<file path="src/hw/rtl/lru_keyed_cache_with_generation_unit_defines.svh">
// ----------------------------------------------------------------------------
// LRU keyed cache - assertion macros
// Shared concurrent assertion wrappers, clocked on the rising edge and
// disabled while reset is asserted.
// ----------------------------------------------------------------------------
`ifndef LRU_KEYED_CACHE_WITH_GENERATION_UNIT_DEFINES_SVH
`define LRU_KEYED_CACHE_WITH_GENERATION_UNIT_DEFINES_SVH

// Same-cycle implication.
`define LKC_ASSERT_IMP(lbl, clk, rst_n, ante, cons, msg) \
  lbl: assert property (@(posedge clk) disable iff (!rst_n) (ante) |-> (cons)) \
    else $error(msg);

// Next-cycle implication.
`define LKC_ASSERT_NXT(lbl, clk, rst_n, ante, cons, msg) \
  lbl: assert property (@(posedge clk) disable iff (!rst_n) (ante) |=> (cons)) \
    else $error(msg);

`endif

</file>
<file path="src/hw/rtl/lkc_pkg.sv">
// ----------------------------------------------------------------------------
// LRU keyed cache - package
// Widths, codes and shared types of the keyed cache.
// ----------------------------------------------------------------------------
`timescale 1ns / 1ps
`default_nettype none

package lkc_pkg;

  localparam int unsigned ENTRIES_DEF = 8;
  localparam int unsigned KEY_W       = 64;
  localparam int unsigned GEN_W       = 32;
  localparam int unsigned HDL_W       = 32;
  localparam int unsigned STAMP_W     = 64;
  localparam int unsigned SLOT_W      = 6;

  localparam logic FUNC_LOOKUP = 1'b0;
  localparam logic FUNC_STORE  = 1'b1;

  typedef enum logic [2:0] {
    STAT_HIT      = 3'd0,
    STAT_MISS     = 3'd1,
    STAT_STORED   = 3'd2,
    STAT_DECLINED = 3'd3,
    STAT_BADGEN   = 3'd4
  } status_e;

  typedef enum logic [1:0] {
    S_IDLE,
    S_SCAN,
    S_LAST,
    S_FIN
  } state_e;

  typedef struct packed {
    logic               func;
    logic [KEY_W-1:0]   host_key;
    logic [GEN_W-1:0]   generation;
    logic [HDL_W-1:0]   value_handle;
    logic               parse_ok;
  } req_t;

  typedef struct packed {
    status_e            status;
    logic [HDL_W-1:0]   value_out;
    logic [SLOT_W-1:0]  slot_index;
  } rsp_t;

  typedef struct packed {
    logic [KEY_W-1:0]   key;
    logic [GEN_W-1:0]   generation;
    logic [HDL_W-1:0]   handle;
    logic [STAMP_W-1:0] stamp;
  } entry_t;

  // stamp_we: touch only; entry_we: full slot write, sets valid
  typedef struct packed {
    logic stamp_we;
    logic entry_we;
  } wr_cmd_t;

endpackage

`default_nettype wire

</file>
<file path="src/hw/rtl/lkc_table.sv">
// ----------------------------------------------------------------------------
// LRU keyed cache - slot table
// Slot memory with one read and one write port, registered read data,
// and per-slot valid flops cleared by reset.
// ----------------------------------------------------------------------------
`timescale 1ns / 1ps
`default_nettype none

module lkc_table #(
  parameter int unsigned Entries = lkc_pkg::ENTRIES_DEF,
  parameter int unsigned IdxW    = (Entries > 1) ? $clog2(Entries) : 1
) (
  input  wire logic             clk_i,
  input  wire logic             rst_ni,
  input  wire logic             rd_en_i,
  input  wire logic [IdxW-1:0]  rd_addr_i,
  output lkc_pkg::entry_t       rd_entry_o,
  output logic                  rd_valid_o,
  input  wire lkc_pkg::wr_cmd_t wr_cmd_i,
  input  wire logic [IdxW-1:0]  wr_addr_i,
  input  wire lkc_pkg::entry_t  wr_entry_i
);

  logic [lkc_pkg::KEY_W-1:0]   key_mem   [Entries];
  logic [lkc_pkg::GEN_W-1:0]   gen_mem   [Entries];
  logic [lkc_pkg::HDL_W-1:0]   hdl_mem   [Entries];
  logic [lkc_pkg::STAMP_W-1:0] stamp_mem [Entries];
  logic [Entries-1:0]          valid_q;

  always_ff @(posedge clk_i) begin
    if (wr_cmd_i.entry_we) begin
      key_mem[wr_addr_i] <= wr_entry_i.key;
      gen_mem[wr_addr_i] <= wr_entry_i.generation;
      hdl_mem[wr_addr_i] <= wr_entry_i.handle;
    end
    if (wr_cmd_i.entry_we || wr_cmd_i.stamp_we) begin
      stamp_mem[wr_addr_i] <= wr_entry_i.stamp;
    end
  end

  always_ff @(posedge clk_i) begin
    if (rd_en_i) begin
      rd_entry_o.key        <= key_mem[rd_addr_i];
      rd_entry_o.generation <= gen_mem[rd_addr_i];
      rd_entry_o.handle     <= hdl_mem[rd_addr_i];
      rd_entry_o.stamp      <= stamp_mem[rd_addr_i];
    end
  end

  always_ff @(posedge clk_i or negedge rst_ni) begin
    if (!rst_ni) begin
      valid_q    <= '0;
      rd_valid_o <= 1'b0;
    end else begin
      if (wr_cmd_i.entry_we) begin
        valid_q[wr_addr_i] <= 1'b1;
      end
      if (rd_en_i) begin
        rd_valid_o <= valid_q[rd_addr_i];
      end
    end
  end

endmodule

`default_nettype wire

</file>
<file path="src/hw/rtl/lkc_ctrl.sv">
// ----------------------------------------------------------------------------
// LRU keyed cache - scan sequencer
// Walks the slots one a cycle through a shared key/stamp comparator,
// then resolves hit, store slot and touch clock in one final step.
// ----------------------------------------------------------------------------
`timescale 1ns / 1ps
`default_nettype none

module lkc_ctrl #(
  parameter int unsigned Entries = lkc_pkg::ENTRIES_DEF,
  parameter int unsigned IdxW    = (Entries > 1) ? $clog2(Entries) : 1
) (
  input  wire logic             clk_i,
  input  wire logic             rst_ni,
  input  wire lkc_pkg::req_t    req_i,
  input  wire logic             req_valid_i,
  output logic                  req_ready_o,
  output lkc_pkg::rsp_t         res_o,
  output logic                  res_valid_o,
  input  wire logic             res_ready_i,
  output logic                  rd_en_o,
  output logic [IdxW-1:0]       rd_addr_o,
  input  wire lkc_pkg::entry_t  rd_entry_i,
  input  wire logic             rd_valid_i,
  output lkc_pkg::wr_cmd_t      wr_cmd_o,
  output logic [IdxW-1:0]       wr_addr_o,
  output lkc_pkg::entry_t       wr_entry_o
);

  localparam logic [IdxW-1:0] LastIdx = IdxW'(Entries - 1);

  lkc_pkg::state_e state_q, state_d;
  lkc_pkg::req_t   req_q;

  logic [IdxW-1:0] iss_q, iss_d;
  logic            cmp_vld_q, cmp_vld_d;
  logic [IdxW-1:0] cmp_idx_q;

  logic                        match_found_q;
  logic [IdxW-1:0]             match_idx_q;
  logic [lkc_pkg::GEN_W-1:0]   match_gen_q;
  logic [lkc_pkg::HDL_W-1:0]   match_hdl_q;
  logic                        free_found_q;
  logic [IdxW-1:0]             free_idx_q;
  logic                        lru_found_q;
  logic [IdxW-1:0]             lru_idx_q;
  logic [lkc_pkg::STAMP_W-1:0] lru_stamp_q;
  logic [lkc_pkg::STAMP_W-1:0] clock_q, clock_d, clock_inc;

  logic accept, commit;
  logic key_eq, stamp_lt;
  logic upd_match, upd_free, upd_lru;
  logic gen_zero, hit;
  logic [IdxW-1:0] store_idx;

  assign accept    = req_valid_i && req_ready_o;
  assign commit    = res_valid_o && res_ready_i;

  // shared comparator on the slot read last cycle
  assign key_eq    = rd_entry_i.key == req_q.host_key;
  assign stamp_lt  = rd_entry_i.stamp < lru_stamp_q;
  assign upd_match = cmp_vld_q && rd_valid_i && key_eq && !match_found_q;
  assign upd_free  = cmp_vld_q && !rd_valid_i && !free_found_q;
  assign upd_lru   = cmp_vld_q && rd_valid_i && (!lru_found_q || stamp_lt);

  assign gen_zero  = req_q.generation == '0;
  assign hit       = match_found_q && (match_gen_q == req_q.generation);
  assign store_idx = match_found_q ? match_idx_q :
                     (free_found_q ? free_idx_q : lru_idx_q);
  assign clock_inc = clock_q + lkc_pkg::STAMP_W'(1);

  always_comb begin
    state_d     = state_q;
    iss_d       = iss_q;
    cmp_vld_d   = 1'b0;
    req_ready_o = 1'b0;
    rd_en_o     = 1'b0;
    rd_addr_o   = iss_q;
    res_valid_o = 1'b0;
    res_o.status     = lkc_pkg::STAT_MISS;
    res_o.value_out  = '0;
    res_o.slot_index = '0;
    wr_cmd_o    = '0;
    wr_addr_o   = store_idx;
    wr_entry_o.key        = req_q.host_key;
    wr_entry_o.generation = req_q.generation;
    wr_entry_o.handle     = req_q.value_handle;
    wr_entry_o.stamp      = clock_inc;
    clock_d     = clock_q;

    case (state_q)
      lkc_pkg::S_IDLE: begin
        req_ready_o = 1'b1;
        iss_d       = '0;
        if (req_valid_i) begin
          if (req_i.generation == '0 ||
              (req_i.func == lkc_pkg::FUNC_STORE && !req_i.parse_ok)) begin
            state_d = lkc_pkg::S_FIN;
          end else begin
            state_d = lkc_pkg::S_SCAN;
          end
        end
      end
      lkc_pkg::S_SCAN: begin
        rd_en_o   = 1'b1;
        cmp_vld_d = 1'b1;
        if (iss_q == LastIdx) begin
          state_d = lkc_pkg::S_LAST;
        end else begin
          iss_d = iss_q + IdxW'(1);
        end
      end
      lkc_pkg::S_LAST: begin
        state_d = lkc_pkg::S_FIN;
      end
      lkc_pkg::S_FIN: begin
        res_valid_o = 1'b1;
        if (gen_zero) begin
          res_o.status = lkc_pkg::STAT_BADGEN;
        end else if (req_q.func == lkc_pkg::FUNC_LOOKUP) begin
          if (hit) begin
            res_o.status     = lkc_pkg::STAT_HIT;
            res_o.value_out  = match_hdl_q;
            res_o.slot_index = lkc_pkg::SLOT_W'(match_idx_q);
            wr_addr_o        = match_idx_q;
            wr_cmd_o.stamp_we = commit;
            if (commit) begin
              clock_d = clock_inc;
            end
          end
        end else if (!req_q.parse_ok) begin
          res_o.status = lkc_pkg::STAT_DECLINED;
        end else begin
          res_o.status     = lkc_pkg::STAT_STORED;
          res_o.value_out  = req_q.value_handle;
          res_o.slot_index = lkc_pkg::SLOT_W'(store_idx);
          wr_cmd_o.entry_we = commit;
          if (commit) begin
            clock_d = clock_inc;
          end
        end
        if (commit) begin
          state_d = lkc_pkg::S_IDLE;
        end
      end
      default: begin
        state_d = lkc_pkg::S_IDLE;
      end
    endcase
  end

  always_ff @(posedge clk_i or negedge rst_ni) begin
    if (!rst_ni) begin
      state_q   <= lkc_pkg::S_IDLE;
      iss_q     <= '0;
      cmp_vld_q <= 1'b0;
      clock_q   <= '0;
    end else begin
      state_q   <= state_d;
      iss_q     <= iss_d;
      cmp_vld_q <= cmp_vld_d;
      clock_q   <= clock_d;
    end
  end

  always_ff @(posedge clk_i) begin
    if (accept) begin
      req_q <= req_i;
    end
    cmp_idx_q <= iss_q;
    if (upd_match) begin
      match_idx_q <= cmp_idx_q;
      match_gen_q <= rd_entry_i.generation;
      match_hdl_q <= rd_entry_i.handle;
    end
    if (upd_free) begin
      free_idx_q <= cmp_idx_q;
    end
    if (upd_lru) begin
      lru_idx_q   <= cmp_idx_q;
      lru_stamp_q <= rd_entry_i.stamp;
    end
  end

  always_ff @(posedge clk_i or negedge rst_ni) begin
    if (!rst_ni) begin
      match_found_q <= 1'b0;
      free_found_q  <= 1'b0;
      lru_found_q   <= 1'b0;
    end else if (accept) begin
      match_found_q <= 1'b0;
      free_found_q  <= 1'b0;
      lru_found_q   <= 1'b0;
    end else begin
      if (upd_match) match_found_q <= 1'b1;
      if (upd_free)  free_found_q  <= 1'b1;
      if (upd_lru)   lru_found_q   <= 1'b1;
    end
  end

endmodule

`default_nettype wire

</file>
<file path="src/hw/rtl/lru_keyed_cache_with_generation_unit.sv">
// ----------------------------------------------------------------------------
// LRU keyed cache with generation check - top level
// Fully associative host-key cache with generation match and LRU eviction.
// ----------------------------------------------------------------------------
// A request word (lookup or store) is taken while the sequencer is idle. Words
// with a zero generation, and stores with parse_ok low, are answered at once
// without a scan. Any other word walks every slot through the single table
// read port, one slot a cycle, comparing the key and tracking the first free
// slot and the oldest stamp. Its response then enters the output register, and
// the next word is taken in the same cycle as the response appears there. The
// response sits in an output register, so a new request may be taken while an
// earlier response still waits for rsp_ready_i. The table comes out of reset
// with every slot empty; no clearing pass is needed.
// ----------------------------------------------------------------------------
`timescale 1ns / 1ps
`default_nettype none

`include "lru_keyed_cache_with_generation_unit_defines.svh"

module lru_keyed_cache_with_generation_unit #(
  parameter int unsigned ENTRIES = lkc_pkg::ENTRIES_DEF
) (
  input  wire logic          clk_i,
  input  wire logic          rst_ni,
  input  wire lkc_pkg::req_t req_i,
  input  wire logic          req_valid_i,
  output logic               req_ready_o,
  output lkc_pkg::rsp_t      rsp_o,
  output logic               rsp_valid_o,
  input  wire logic          rsp_ready_i
);

  localparam int unsigned IdxW = (ENTRIES > 1) ? $clog2(ENTRIES) : 1;

  // table read / write traffic
  logic             rd_en;
  logic [IdxW-1:0]  rd_addr;
  lkc_pkg::entry_t  rd_entry;
  logic             rd_valid;
  lkc_pkg::wr_cmd_t wr_cmd;
  logic [IdxW-1:0]  wr_addr;
  lkc_pkg::entry_t  wr_entry;

  // sequencer result and the output register in front of it
  lkc_pkg::rsp_t    res;
  logic             res_valid;
  logic             res_ready;
  lkc_pkg::rsp_t    rsp_q;
  logic             rsp_valid_q, rsp_valid_d;

  lkc_table #(
    .Entries (ENTRIES),
    .IdxW    (IdxW)
  ) u_table (
    .clk_i      (clk_i),
    .rst_ni     (rst_ni),
    .rd_en_i    (rd_en),
    .rd_addr_i  (rd_addr),
    .rd_entry_o (rd_entry),
    .rd_valid_o (rd_valid),
    .wr_cmd_i   (wr_cmd),
    .wr_addr_i  (wr_addr),
    .wr_entry_i (wr_entry)
  );

  lkc_ctrl #(
    .Entries (ENTRIES),
    .IdxW    (IdxW)
  ) u_ctrl (
    .clk_i       (clk_i),
    .rst_ni      (rst_ni),
    .req_i       (req_i),
    .req_valid_i (req_valid_i),
    .req_ready_o (req_ready_o),
    .res_o       (res),
    .res_valid_o (res_valid),
    .res_ready_i (res_ready),
    .rd_en_o     (rd_en),
    .rd_addr_o   (rd_addr),
    .rd_entry_i  (rd_entry),
    .rd_valid_i  (rd_valid),
    .wr_cmd_o    (wr_cmd),
    .wr_addr_o   (wr_addr),
    .wr_entry_o  (wr_entry)
  );

  // Output register: refills whenever empty or being drained this cycle.
  assign res_ready = !rsp_valid_q || rsp_ready_i;

  always_comb begin
    rsp_valid_d = rsp_valid_q;
    if (res_valid && res_ready) begin
      rsp_valid_d = 1'b1;
    end else if (rsp_ready_i) begin
      rsp_valid_d = 1'b0;
    end
  end

  always_ff @(posedge clk_i or negedge rst_ni) begin
    if (!rst_ni) begin
      rsp_valid_q <= 1'b0;
    end else begin
      rsp_valid_q <= rsp_valid_d;
    end
  end

  always_ff @(posedge clk_i) begin
    if (res_valid && res_ready) begin
      rsp_q <= res;
    end
  end

  assign rsp_o       = rsp_q;
  assign rsp_valid_o = rsp_valid_q;

  // One word at a time: after acceptance the sequencer is busy.
  `LKC_ASSERT_NXT(a_busy_after_accept, clk_i, rst_ni,
    req_valid_i && req_ready_o, !req_ready_o, "request taken while busy")

  // Misses and rejections carry no handle and no slot.
  `LKC_ASSERT_IMP(a_no_payload_on_fail, clk_i, rst_ni,
    rsp_valid_o && (rsp_o.status == lkc_pkg::STAT_MISS ||
      rsp_o.status == lkc_pkg::STAT_DECLINED || rsp_o.status == lkc_pkg::STAT_BADGEN),
    rsp_o.value_out == '0 && rsp_o.slot_index == '0, "stray payload on failure")

  // A reported slot lies inside the table.
  `LKC_ASSERT_IMP(a_slot_in_range, clk_i, rst_ni,
    rsp_valid_o, {1'b0, rsp_o.slot_index} < (lkc_pkg::SLOT_W + 1)'(ENTRIES),
    "slot index beyond table")

endmodule

`default_nettype wire
</file>
<file path="config.mk">
export PLATFORM = sky130hd
export DESIGN_NAME = lru_keyed_cache_with_generation_unit
export DESIGN_NICKNAME = d
export VERILOG_FILES = /design/src/hw/rtl/lkc_pkg.sv /design/src/hw/rtl/lkc_table.sv /design/src/hw/rtl/lkc_ctrl.sv /design/src/hw/rtl/lru_keyed_cache_with_generation_unit.sv
export VERILOG_INCLUDE_DIRS = /design/src /design/src/hw/rtl
export SDC_FILE = /design/constraint.sdc
export NUM_CORES = 2
export LEC_CHECK = 0
export BUFFER_PORTS_ARGS = -buffer_cell sky130_fd_sc_hd__buf_4
export CAP_MARGIN = 20
export CORE_MARGIN = 4
export CORE_UTILIZATION = 45
export DETAILED_ROUTE_END_ITERATION = 10
export MAX_ROUTING_LAYER = met4
export PLACE_DENSITY_LB_ADDON = 0.08
export SLEW_MARGIN = 30
export SYNTH_ARGS = -nofsm -noshare
export SYNTH_HDL_FRONTEND = slang
export SYNTH_SLANG_ARGS = --single-unit
</file>
<file path="constraint.sdc">
create_clock -name clk_i -period 8.69 [get_ports clk_i]
set_input_delay 1.738 -clock clk_i [delete_from_list [all_inputs] [get_ports clk_i]]
set_output_delay 1.738 -clock clk_i [all_outputs]
set_load 0.03 [all_outputs]
</file>
# Yosys cells after proc, flatten, opt, wreduce, memory -nomap -nowiden
# Memory sizes are Yosys's and may differ from the RTL's. A register that Yosys moved wholly into a read port is not among the register bits.
# Cells that the tools add are included.
[totals] rom_bits=0 out_inout_bits=43 mem_count=4 latch_bits=0 input_bits=134 word_cells=131 register_bits=394 mem_bits_rw=1536
[classes] n_mux=47 add_sub_neg=2 n_div=0 n_eq_ne=11 bitwise_logic=3 order_cmp=4 shift=0 mul=0 reduce_logical=34
[mem_list] memory="u_table.key_mem" depth=8 width=64 read_ports=1 rd_ports_with_merged_regs=1 write_ports=1 line_no="lkc_table.sv:24" rtl="logic [lkc_pkg::KEY_W-1:0] key_mem [Entries];"
[mem_list] memory="u_table.stamp_mem" depth=8 width=64 read_ports=1 rd_ports_with_merged_regs=1 write_ports=1 line_no="lkc_table.sv:27" rtl="logic [lkc_pkg::STAMP_W-1:0] stamp_mem [Entries];"
[mem_list] memory="u_table.gen_mem" depth=8 width=32 read_ports=1 rd_ports_with_merged_regs=1 write_ports=1 line_no="lkc_table.sv:25" rtl="logic [lkc_pkg::GEN_W-1:0] gen_mem [Entries];"
[mem_list] memory="u_table.hdl_mem" depth=8 width=32 read_ports=1 rd_ports_with_merged_regs=1 write_ports=1 line_no="lkc_table.sv:26" rtl="logic [lkc_pkg::HDL_W-1:0] hdl_mem [Entries];"
[ops] operator="$mux 64" n=4
[ops] operator="$add 64x1->64 const B" n=1
[ops] operator="$eq 64x64->1" n=1
[ops] operator="$logic_not 32->1" n=2
[ops] operator="$lt 64x64->1" n=1
[ops] operator="$mux 41" n=1
[ops] operator="$mux 39" n=1
[ops] operator="$mux 38" n=1
[ops] operator="$eq 32x32->1" n=1
[ops] operator="$mux 3" n=8
[ops] operator="$mux 1" n=22
[ops] operator="$mux 2" n=6
[ops] operator="$reduce_bool 2->1" n=6
[ops] operator="$logic_and 1x1->1" n=11
[ops] operator="$lt 3x4->1 const B" n=2
[ops] operator="$or 8x8->8" n=1
[ops] operator="$pmux 2 s4" n=1
[ops] operator="$logic_not 1->1" n=6
[ops] operator="$ne 2x2->1 const B" n=3
[ops] operator="$pmux 3 s2" n=1
[ops] operator="$eq 2x2->1 const B" n=2
[ops] operator="$logic_or 1x1->1" n=4
[ops] operator="$ne 2x1->1 const B" n=2
[ops] operator="$reduce_and 4->1" n=1
[ops] operator="other kinds (11)" n=12

# Longest topological paths before layout
[depth] depth_word=11 mapped_depth=9 ltp_nobuf=9

# Cells and area by module
# Synthesis repeated with hierarchy kept, for this count alone.
[hier_totals] hier_cells=3833 area_unflattened_um2=81851.0
[by_module_without_submodules] mod="lkc_table" area_each_um2=63853.7 seq_area_each_um2=52115.0 instances=1 cells_per_inst=2458
[by_module_without_submodules] mod="lkc_ctrl" area_each_um2=16712.3 seq_area_each_um2=9904.5 instances=1 cells_per_inst=1330
[by_module_without_submodules] mod="lru_keyed_cache_with_generation_unit" area_each_um2=1285.0 seq_area_each_um2=1256.2 instances=1 cells_per_inst=45

# Worst setup path before layout
# No wires, ideal clock.
[synth_timing] path_kind="input-to-reg" start="input rsp_ready_i" end="register u_table.valid_q[7]" setup_ps=99 setup_slack_ps=-741 arrival_ps=9332 n_path_buf=0 stages=7 required_ps=8591 path_cell_list="inv_1 > nand2_1 > and2_1 > nor2b_1 > nand3_1 > nor2_1 > or2_2"
[synth_via] elab_chain_cells=6
[synth_rtl] element="start: declaration" line_no="lru_keyed_cache_with_generation_unit.sv:30" rtl="input wire logic rsp_ready_i"
[synth_rtl] element="$logic_or 1x1->1" line_no="lru_keyed_cache_with_generation_unit.sv:88" rtl="assign res_ready = !rsp_valid_q || rsp_ready_i;"
[synth_rtl] element="$logic_and 1x1->1" line_no="lkc_ctrl.sv:57" rtl="assign commit = res_valid_o && res_ready_i;"
[synth_rtl] element="$mux 1" line_no="lkc_ctrl.sv:131" rtl="end else if (!req_q.parse_ok) begin"
[synth_rtl] element="$mux 1" line_no="lkc_ctrl.sv:120" rtl="end else if (req_q.func == lkc_pkg::FUNC_LOOKUP) begin"
[synth_rtl] element="$mux 2" line_no="lkc_ctrl.sv:118" rtl="if (gen_zero) begin"
[synth_rtl] element="$mux 2" line_no="lkc_ctrl.sv:91" rtl="case (state_q)"
[synth_rtl] element="end signal: assignment" line_no="lkc_table.sv:52" rtl="valid_q <= '0;"
[synth_rtl] element="end signal: indexed assignment" line_no="lkc_table.sv:56" rtl="valid_q[wr_addr_i] <= 1'b1;"
[synth_rtl] element="end: declaration" line_no="lkc_table.sv:28" rtl="logic [Entries-1:0] valid_q;"
# Every way passes these cells.
# A chain may end at the register's enable or synchronous reset.

# Final worst setup path
[layout_timing] start="register u_ctrl.req_q, in the netlist u_ctrl.wr_entry_o[109]" end="memory u_table.stamp_mem[3][60] in the netlist's numbering (enable)"
[layout_via] elab_chain_cells=9
[layout_rtl] element="start: declaration" line_no="lkc_ctrl.sv:33" rtl="lkc_pkg::req_t req_q;"
[layout_rtl] element="start signal: assignment" line_no="lkc_ctrl.sv:168" rtl="req_q <= req_i;"
[layout_rtl] element="$eq 32x32->1" line_no="lkc_ctrl.sv:67" rtl="assign hit = match_found_q && (match_gen_q == req_q.generation);"
[layout_rtl] element="$logic_and 1x1->1" line_no="lkc_ctrl.sv:67"
[layout_rtl] element="$mux 1" line_no="lkc_ctrl.sv:121" rtl="if (hit) begin"
[layout_rtl] element="$mux 1" line_no="lkc_ctrl.sv:120"
[layout_rtl] element="$mux 2" line_no="lkc_ctrl.sv:118"
[layout_rtl] element="$mux 2" line_no="lkc_ctrl.sv:91"
[layout_rtl] element="$logic_or 1x1->1" line_no="lkc_table.sv:36" rtl="if (wr_cmd_i.entry_we || wr_cmd_i.stamp_we) begin"
[layout_rtl] element="$mux 1" line_no="lkc_table.sv:36"
[layout_rtl] element="$mux 1 (not written as such)" line_no="lkc_table.sv:37" rtl="stamp_mem[wr_addr_i] <= wr_entry_i.stamp;"
[layout_rtl] element="end: declaration" line_no="lkc_table.sv:27"
# Parallel ways exist; a longest one is shown, timed or not.

==> impl_metrics.toml <==
[setup_path]
crit_path_end_kind = "register"
slowest_stage = "buf_4"
ff2ff_setup_slack_ns = 3.89
crit_end = "u_table.stamp_mem[3][60]"
reg2reg_from = "u_ctrl.wr_entry_o[109]"
startpoint = "u_ctrl.wr_entry_o[109]"
worstPathArrival_ns = 5.23
crit_required_ns = 9.12
crit_path_max_fanout = 63
worst_path_dominant_cell_family = "simple AND/OR/NAND/NOR gates"
cp_num_cells = 10
cp_num_buf_inv = 3
cp_cell_sequence = "xor2_1 -> nor4_1 -> nand3_1 -> nor4_4 -> buf_4 -> o21ai_4 -> buf_4 -> nand2b_1 -> nor2_4 -> buf_4"
r2r-end = "u_table.stamp_mem[3][60]"
critPathMaxStageDelay_ns = 0.69
critical_path.startpoint_type = "register"
r2r_cells = 10
critPathKind = "reg2reg"
crit_path_frequent_cell = "buf_4"

[routing]
ant_nets = 0
avgRoutedWirePerCell_um = 26.4
first_pass_iters = 7
drt_iter0_markers = 2926
drc = 0
num_vias = 35800
drt-total-wl_um = 173000
via_per_inst = 5.46

[sta]
fmax_mhz = 208
hold_viol_final = 0
layout_min_cycle_time_ns = 4.80
worst_pin_slew_ns = 1.04
rsz0062_at_grt = "false"
clock_skew_ns = 0.0296
fin_setup_tns_ns = 0
period_share = 0.552
setup_viol = 0
slew_violations = 0
relSlewSlack = 0.305
worst_slack_ns = 3.89

[clock_tree]
clk_latency_ns = 0.83
holdBufCountCts = 0
clockBufferDepth = 3
htreeDepth = 4
clkTransAtPathRegs_ns = 0.06
cts_tree = "built"
cts_buffers = 216
cts_resized = 0
cts_setup_buffers = 0
clock_sinks = 2119
ctsRootBufferMaster = "clkbuf_16"

[yosys]
synth.avg_cell_area_um2 = 21.8
synthMuxAreaShare = 0.136
yosys.area.top_type = "edfxtp_1"
yosysTopAreaCellShare = 0.760
synth.most_common_cell = "edfxtp_1"
synth_area_um2 = 80400
synth_compound_area_frac = 0.0111
synthTopCellsByArea = "edfxtp_1 76%, mux4_2 11%, mux2_2 2.7%, dfrtp_1 2.6%, xor2_1 1.6%"
synth-seq-cells = 2119
synth-edff-count = 2033
synth_adder_area_share = 0.0109
synthArstFlopShare = 0.0392
yosys.area_share.simple = 0.0226
synth-xor-area-share = 0.0221
synth_top_family_by_area = "multiplexers"
yosys-top-cells-count = "2,033 x edfxtp_1, 386 x mux4_2, 194 x mux2_2"
ys.flop_type = "edfxtp_1"
synth.distinct_cells = 65
seq_area_frac_synth = 0.786
synth_warnings = 0
syn_inst = 3693

[job]
cap_violations = 0

[floorplanning]
start_util = 0.454
die_w_um = 431
dieArea_um2 = 185000
fp-row-count = 154
pin_count = 177
floorplan.core_area_um2 = 177000
die_y_um = 431

[grt]
grt_pass1_vias = 37800
antenna_found_initial = 5
grtUsageTotal = 0.194
grt_max_degree = 129
grt_first_pass_wirelength_um = 257000
grt-ovfl-total = 0

[placed_design]
portBuffers = 173
hpwl_um = 95800
placed_cell_area_um2 = 85100
gp_congestion = 0.737
post-place-ws_ns = 3.13

[layout]
fillers = 13900
fin_nets = 4225
fin_area_um2 = 91800
seq_area_um2 = 63200
multiInputGateArea_um2 = 16500
final_util = 0.519
drive_above_1_share = 0.277
area_delta_synth_final_pct = 14.2

[power_and_ir_drop]
p_leak_uw = 0.0306
powerDensity_nw_per_um2 = 301
irDropWorstVdd_uv = 199

[worst_hold_path]
hp-start = "u_table.rd_entry_o[77]"
hp-class = "reg2reg"

[run_status]
outcome = "finished clean"
==> per-stage QoR <==
stage | total power, µW | instances | hold WS [ns]
after global routing | 29000 | 6548 | 0.421
after detailed placement | 19200 | 6143 | 0.405
after floorplan | 17400 | 3695 | 0.369
final | 27600 | 6550 | 0.415
after global placement | 19100 | 6137 | 0.402
after CTS | 28000 | 6547 | 0.416
==> worst reg2reg max path, delay by kind of cell (launching register included) <==
kind / cells / cell delay, ns
AOI/OAI and AO/OA: 1 / 0.08
xor gates and xnor gates: 1 / 0.24
buffers and inverters: 3 / 1.37
DFF: 1 / 0.53
and+or+nand+nor: 5 / 2.10
==> worst min path at each step <==
stage | end | slack [ns] | cells after the start
4_1_cts | u_ctrl.match_hdl_q[16] | 0.42 | 0
6_report | u_ctrl.match_hdl_q[13] | 0.41 | 0
2_1_floorplan | u_ctrl.cmp_idx_q[1] | 0.37 | 0
3_5_place_dp | u_ctrl.match_gen_q[8] | 0.40 | 0
5_1_grt | u_ctrl.match_hdl_q[16] | 0.42 | 0
3_3_place_gp | u_ctrl.match_gen_q[10] | 0.40 | 0
==> cell families (layout without fill, tap and decap cells) <==
logic type,Yosys count,count (layout)
buffers and inverters,234,746
multiplexers,584,584
other,1,6
flip-flops,2119,2119
AND/OR/NAND/NOR,353,353
XOR/XNOR,202,202
AO/OA/AOI/OAI,130,130
adder cells (fa/ha/maj),70,70
==> power by group <==
| part | total [µW] | internal [µW] | switching, µW |
|---|---|---|---|
| Combinational | 5280 | 2410 | 2870 |
| Clock | 8790 | 5010 | 3780 |
| Sequential | 13500 | 12800 | 701 |
==> flip-flops by register name, summed over array words and instances, names as in the netlist, 8 cells and up <==
register and cells:
u_table.key_mem 512, u_table.stamp_mem 512, u_table.gen_mem 256, u_table.hdl_mem 256
u_table.rd_entry_o 192, u_ctrl.wr_entry_o 128, u_ctrl.clock_q 64, u_ctrl.lru_stamp_q 64
rsp_o 38, u_ctrl.match_gen_q 32, u_ctrl.match_hdl_q 32, u_table.valid_q 8
==> layer usage <==
layer  vias up  wire length (µm)  track usage
met5         -                 0            -
met4         0              4950       0.0598
met3       260              7050       0.0281
met2       792             83800        0.302
met1     19000             77400        0.268
li1      15800                 -            -
==> layout by cell type, fill, tap and decap left out, types with 7 or more instances in the layout <==
cell / instances
inv_6: 7
a21oi_1: 15
or2_2: 12
o22ai_1: 9
nand4_1: 30
buf_4: 219
and3_1: 12
ha_1: 69
edfxtp_1: 2033
nor3_1: 18
buf_6: 7
buf_12: 8
nand3_1: 25
a221oi_1: 9
nor4_1: 42
a21o_1: 9
nor2_4: 19
clkbuf_1: 58
clkbuf_16: 219
dfrtp_1: 80
inv_1: 101
bufinv_16: 13
nor2_1: 109
mux4_2: 386
o21ai_0: 23
clkinv_1: 63
mux2_2: 194
clkinv_2: 35
nand2_1: 46
a22oi_1: 36
xor2_1: 144
xnor2_1: 52
==> layout make-up <==
type / instances / share of cell area
flip-flops and latches: 2119 / 0.689
repair buffers: 240 / 0.0223
diodes: 3 / 0.0000818
multi-input cells: 1342 / 0.180
clock buffers: 279 / 0.0624
clock inverters: 125 / 0.0103
inverters: 102 / 0.00423
well taps: 2340 / 0.0319
Note: power is estimated with default switching activity, not from simulation.
